--- src/sv/rvn_pkg.sv ---
// Shared constants and arithmetic helpers for the ridged value noise height block.
package rvn_pkg;

  localparam int OCTAVES_DEF = 5;
  localparam int CFB_DEF     = 16;

  localparam int COORD_W  = 17;
  localparam int AMP_W    = 16;
  localparam int HEIGHT_W = 16;
  localparam int CELL_W   = 8;
  localparam int POS_W    = COORD_W + CELL_W;
  localparam int RIDGE_W  = 17;
  localparam int WEIGHT_W = 17;
  localparam int WPROD_W  = 33;
  localparam int SUM_W    = 35;
  localparam int Q_W      = 17;
  localparam int E2_W     = 18;
  localparam int RECIP_W  = 20;

  localparam int LANE_LAT    = 7;
  localparam int DIV_LAT     = 3;
  localparam int PIPE_STAGES = LANE_LAT + 1 + DIV_LAT + 1;

  localparam logic [AMP_W-1:0] AMP_RESET = 16'd256;

  localparam logic [31:0] HASH_MUL_X   = 32'd374761393;
  localparam logic [31:0] HASH_MUL_Z   = 32'd668265263;
  localparam logic [31:0] HASH_MUL_MIX = 32'd1274126177;
  localparam int          SEED_MUL     = 131;

  localparam logic [19:0] SMOOTH_C15 = 20'd983040;
  localparam logic [19:0] SMOOTH_C10 = 20'd655360;
  localparam logic [19:0] SMOOTH_C6  = 20'd6;

  localparam logic [16:0] ONE_Q16 = 17'd65536;

  function automatic logic [WEIGHT_W-1:0] oct_weight(input int k);
    logic [WEIGHT_W-1:0] w;
    case (k)
      0: w = 17'd65536;
      1: w = 17'd36045;
      2: w = 17'd19825;
      3: w = 17'd10904;
      4: w = 17'd5997;
      5: w = 17'd3298;
      6: w = 17'd1814;
      7: w = 17'd998;
      default: w = '0;
    endcase
    return w;
  endfunction

  function automatic int norm_total(input int octaves);
    int acc;
    acc = 0;
    for (int k = 0; k < 8; k++) begin
      if (k < octaves) acc += int'(oct_weight(k));
    end
    return acc;
  endfunction

  function automatic logic [15:0] blend(input logic [15:0] a, input logic [15:0] b,
                                        input logic [15:0] t);
    logic [31:0] prod;
    logic [15:0] res;
    if (b >= a) begin
      prod = 32'(b - a) * 32'(t);
      res  = a + prod[31:16];
    end else begin
      prod = 32'(a - b) * 32'(t);
      res  = a - prod[31:16];
    end
    return res;
  endfunction

endpackage

--- src/sv/rvn_divider.sv ---
// Three-stage division by the constant weight total using a reciprocal product.
module rvn_divider import rvn_pkg::*; #(
  parameter int OCTAVES = OCTAVES_DEF
) (
  input  logic             clk,
  input  logic             en,
  input  logic [SUM_W-1:0] sum_i,
  output logic [Q_W-1:0]   q_o
);

  localparam int RECIP_SH = SUM_W;
  localparam logic [SUM_W-1:0] NORM = SUM_W'(norm_total(OCTAVES));
  localparam logic [RECIP_W-1:0] RECIP =
    RECIP_W'((64'd1 << RECIP_SH) / 64'(norm_total(OCTAVES)));

  logic [SUM_W+RECIP_W-1:0] prod;
  logic [SUM_W-1:0]         sum1_r, rem2_r;
  logic [Q_W-1:0]           qe1_r, qe2_r, q_r;

  // The estimate is the true quotient or one less; the remainder check fixes it.
  assign prod = (SUM_W+RECIP_W)'(sum_i) * (SUM_W+RECIP_W)'(RECIP);

  always_ff @(posedge clk) begin
    if (en) begin
      sum1_r <= sum_i;
      qe1_r  <= prod[RECIP_SH +: Q_W];
      qe2_r  <= qe1_r;
      rem2_r <= sum1_r - SUM_W'(qe1_r) * NORM;
      q_r    <= qe2_r + Q_W'(rem2_r >= NORM);
    end
  end

  assign q_o = q_r;

endmodule

--- config.mk ---
export PLATFORM = sky130hd
export DESIGN_NAME = rvn_divider
export DESIGN_NICKNAME = d
export VERILOG_FILES = /design/src/sv/rvn_pkg.sv /design/src/sv/rvn_divider.sv
export SDC_FILE = /design/constraint.sdc
export NUM_CORES = 1
export LEC_CHECK = 0
export CELL_PAD_IN_SITES_DETAIL_PLACEMENT = 0
export CELL_PAD_IN_SITES_GLOBAL_PLACEMENT = 1
export CORE_ASPECT_RATIO = 0.5
export CORE_MARGIN = 2
export CORE_UTILIZATION = 54
export CTS_BUF_LIST = sky130_fd_sc_hd__clkbuf_8 sky130_fd_sc_hd__clkbuf_16
export CTS_CLUSTER_SIZE = 20
export DETAILED_ROUTE_END_ITERATION = 16
export DONT_BUFFER_PORTS = 1
export PLACE_DENSITY_LB_ADDON = 0.1
export SETUP_SLACK_MARGIN = 0.02
export SYNTH_ARGS = -nofsm -noshare
export SYNTH_HDL_FRONTEND = slang
export SYNTH_SLANG_ARGS = --single-unit
--- constraint.sdc ---
create_clock -name clk -period 7.6 [get_ports clk]
set_input_delay 1.14 -clock clk [delete_from_list [all_inputs] [get_ports clk]]
set_output_delay 1.14 -clock clk [all_outputs]
set_load 0.01 [all_outputs]
* Yosys cells after proc, flatten, opt, wreduce, memory -nomap -nowiden
Cells that the tools add are included.
** Word-level totals
- Register bits :: 121
- Input bits :: 37
- Output and inout port bits :: 17
- Logic and storage cells :: 10
** Operators by class
- Add/sub/neg operators :: 2
- Multiply operators :: 2
- $lt $le $gt $ge :: 1
** Operators by type and width (number)
- $mul A35 B17 Y51 const B :: 1
- $ge A35 B18 Y1 const B :: 1
- $mul A17 B18 Y35 const B :: 1
- $sub A35 B35 Y35 :: 1
- $add A17 B1 Y17 :: 1

* Longest topological paths before layout
- Depth after elaboration :: 2
- Mapped depth :: 22
- Mapped depth without buffers :: 22

* Least setup slack after synthesis
OpenSTA, ideal clock, no wires.
- Path type :: input-to-reg
- Start point :: in sum_i[6]
- End point :: reg qe1_r[15], data pin
- Library setup time :: 0.271 ns
- Arrival :: 6.400 ns
- Required time :: 7.329 ns
- Path slack :: 0.929 ns
- Stages :: 20
- Buffers on the path :: 0
- Path through :: inv_1 > fa_1 > inv_1 > fa_1 > inv_1 > fa_1 > fa_1 > fa_1 > fa_1 > inv_1 > ha_1 > nand3_1 > nor4_1 > and4_1 > a22o_1 > a211oi_1 > or4_1 > and2_1 > o311ai_1 > xor2_1
** On the way
- Longest elaborated chain between the ends :: 1
** Ends and longest elaborated chain
- start: declaration :: RTL line rvn_divider.sv:7 : input logic [SUM_W-1:0] sum_i,
- $mul A35 B17 Y51 :: RTL line rvn_divider.sv:21 : assign prod = (SUM_W+RECIP_W)'(sum_i) * (SUM_W+RECIP_W)'(RECIP);
- named net prod[50] :: RTL line rvn_divider.sv:16 : logic [SUM_W+RECIP_W-1:0] prod;
- end signal: assignment :: RTL line rvn_divider.sv:26 : qe1_r <= prod[RECIP_SH +: Q_W];
- end: declaration :: RTL line rvn_divider.sv:18 : logic [Q_W-1:0] qe1_r, qe2_r, q_r;
The timed path passes the listed nets, and every way through them passes these cells.
A chain may end at the register's enable or synchronous reset.

* Worst setup path in the final report
Ends and elaborated chain as after synthesis.

==> flow_summary.toml <==
[status]
outcome = "complete, no violations"

[synth]
syn_inst = 2024
avgSynthCellArea_sq_um = 10.6
async_reset_ff_share_pct = 0
synth_warnings = 0
synthesis.area_sq_mm = 0.0214
syn_nets = 2808
yosysUniqueCellTypes = 57
synth-main-ff-cell = "edfxtp_1"
synth-edff-count = 121
seq_area_frac_synth_pct = 17.0
ys_ff_latch = 121

[clocking]
cts_tree = "done"
clk_pin_slew_ps = 60
clock_sinks = 121
clockBufferDepth = 2
post-cts-setup-buffers = 0
cts_inserted_buffers = 17
root_buffer = "clkbuf_16"
post_cts_resized = 0
ctsHoldBuffers = 0
clock_latency_ps = 440
htreeDepth = 4

[global_route]
grt_pass1_vias = 13946
grtUsageMet2_pct = 36.0
grt_use_met1_pct = 39.3
grt_first_pass_wirelength_um = 77100
grt_util_met3_pct = 4.37
grt_max_degree = 122
grt_antenna_before_repair = 0
grt_overflow_total = 0
grt.total_usage_pct = 24.9
grt_busiest_layer = "met1"

[flow_run]
cap_violations = 0

[sta]
slew_viol_final = 0
fmax_mhz = 149
setup_tns_ps = 0
finalSetupViolations = 0
fin_skew_ps = 14.0
hold_viol = 0
rsz0062_at_grt = "no"
slew_headroom_pct = 39.8
fin_crit_sh_pct = 88.5
timing.final.crit_period_ps = 6720
tightest_slew_ps = 880

[floorplan]
die_area_sq_mm = 0.0413
ios = 54
dieHeight_um = 145
initial_core_util_pct = 54.9
fp.dieW_um = 285
core_area_sq_mm = 0.0389
row_count = 51

[placement]
io_buffers = 0
dp_hpwl_um = 41400
gp_congestion = 0.907

[setup_path]
cp-start-kind = "input pin"
slowest_delay_ps = 550
cp_cell_sequence = "inv_1 -> fa_1 -> inv_1 -> fa_1 -> inv_1 -> fa_1 -> fa_1 -> fa_1 -> fa_1 -> inv_1 -> ha_1 -> nand3_1 -> nor4_1 -> and4_1 -> a22o_1 -> a211oi_1 -> or4_1 -> and2_1 -> o311ai_1 -> xor2_1"
critPathMaxFanout = 8
crit_top_cell = "fa_1"
end_kind = "flop"
required_ps = 7770
crit_type = "in -> reg"
crit_arrival_ps = 6890
slowest_stage = "fa_1"

[route]
wl_per_cell_um = 18.6
drt_iter0_drc = 817
num_vias = 13212
vias_per_cell = 5.12
drc = 0
ant_nets = 0
dr.pass1.iters = 5
routed_wl_um = 48100

[finish]
fin_nets = 2820
syn2layout_area_growth_pct = 5.70
num_antenna_cells = 0
final_layout_size_suffix_gt1_share_pct = 2.05

[worst_hold_path]
hp-class = "reg -> reg"
[stage by stage]
step           hold WS, ps  setup slack, ps  utilization (%)  instances  area, sq um
6_report               561              877             58.0       2579        22600
5_1_grt                588              533             58.0       2579        22600
4_1_cts                566              935             58.0       2579        22600
3_5_place_dp           545              461             56.5       2547        22000
3_3_place_gp           537              569             56.5       2547        22000
2_1_floorplan          514              929                -       2024        21400
[area by class of cell]
type / count / area, sq um
tap: 530 / 663
timing repair buffer: 1 / 7.51
fill: 3396 / 16300
inverter: 648 / 2430
multi-input combinational: 1247 / 15300
sequential: 121 / 3630
clock buffer: 17 / 425
clock inverter: 15 / 159
[worst paths after layout]
path	from	to	slack [ps]	cells past startpoint
worst min-delay path	qe2_r[16]	q_o[16]	560	1
worst max-delay path	sum_i[6]	qe1_r[15]	880	20
worst min register to register	qe2_r[16]	q_o[16]	560	1
worst max register to register	qe1_r[0]	rem2_r[33]	1350	17
[per-layer routing]
layer | part of all wire [%] | wire length (um)
met1 | 53 | 25500
met2 | 41 | 19600
met3 | 5.1 | 2470
met4 | 1.0 | 486
met5 | 0 | 0
[state kept, by name, indices dropped and copies added, names as in the netlist]
register,count
qe2_r,17
rem2_r,35
qe1_r,17
sum1_r,35
q_o,17
[cells in the final DEF, fill, tap and decap left out, drive strengths merged, types with 33 or more instances in the layout]
cell type / count
nor2: 56
xnor2: 51
edfxtp: 121
ha: 377
a21oi: 63
inv: 656
nand2: 50
o21ai: 33
fa: 370
a21o: 43
[synth_stat cells, types with 4 or more instances]
| cell type | number | area, sq um |
|---|---|---|
| inv_1 | 648 | 2430 |
| ha_1 | 377 | 4720 |
| fa_1 | 370 | 7410 |
| edfxtp_1 | 121 | 3630 |
| a21oi_1 | 63 | 315 |
| nor2_1 | 56 | 210 |
| xnor2_1 | 51 | 447 |
| nand2_1 | 50 | 188 |
| a21o_1 | 43 | 323 |
| o21ai_0 | 33 | 165 |
| nand3_1 | 24 | 120 |
| xor2_1 | 18 | 158 |
| and3_1 | 12 | 75.1 |
| nand4_1 | 12 | 75.1 |
| o21bai_1 | 11 | 82.6 |
| nand2b_1 | 10 | 62.6 |
| nor4_1 | 9 | 56.3 |
| o21a_1 | 9 | 67.6 |
| o31ai_1 | 9 | 67.6 |
| a211oi_1 | 8 | 60.1 |
| nor2b_1 | 8 | 50.1 |
| o211ai_1 | 8 | 60.1 |
| and2_1 | 7 | 43.8 |
| clkbuf_1 | 6 | 22.5 |
| a31oi_1 | 5 | 31.3 |
| a211o_1 | 4 | 35.0 |
| a21boi_0 | 4 | 30.0 |
| nor3_1 | 4 | 20.0 |
[critical path, delay by kind of cell]
kind,cells,cell delay (ps)
adder cells (fa/ha/maj),7,3240
AND/OR/NAND/NOR,5,1590
AO/OA/AOI/OAI,3,580
buffers and inverters,4,220
XOR/XNOR,1,100
[cells by family (layout without fill, tap and decap cells)]
group / after synthesis / count (layout) / share of synthesized area (%)
AOI/OAI and AO/OA: 225 / 225 / 7.08
xor gates and xnor gates: 69 / 69 / 2.83
adders and majority gates: 747 / 747 / 56.8
buffers and inverters: 656 / 681 / 11.6
DFF: 121 / 121 / 17.0
muxes: 2 / 2 / 0.105
and+or+nand+nor: 204 / 204 / 4.66
Power is not shown: default switching activity piles up to over one toggle a cycle in this logic, so the estimate is an artifact.
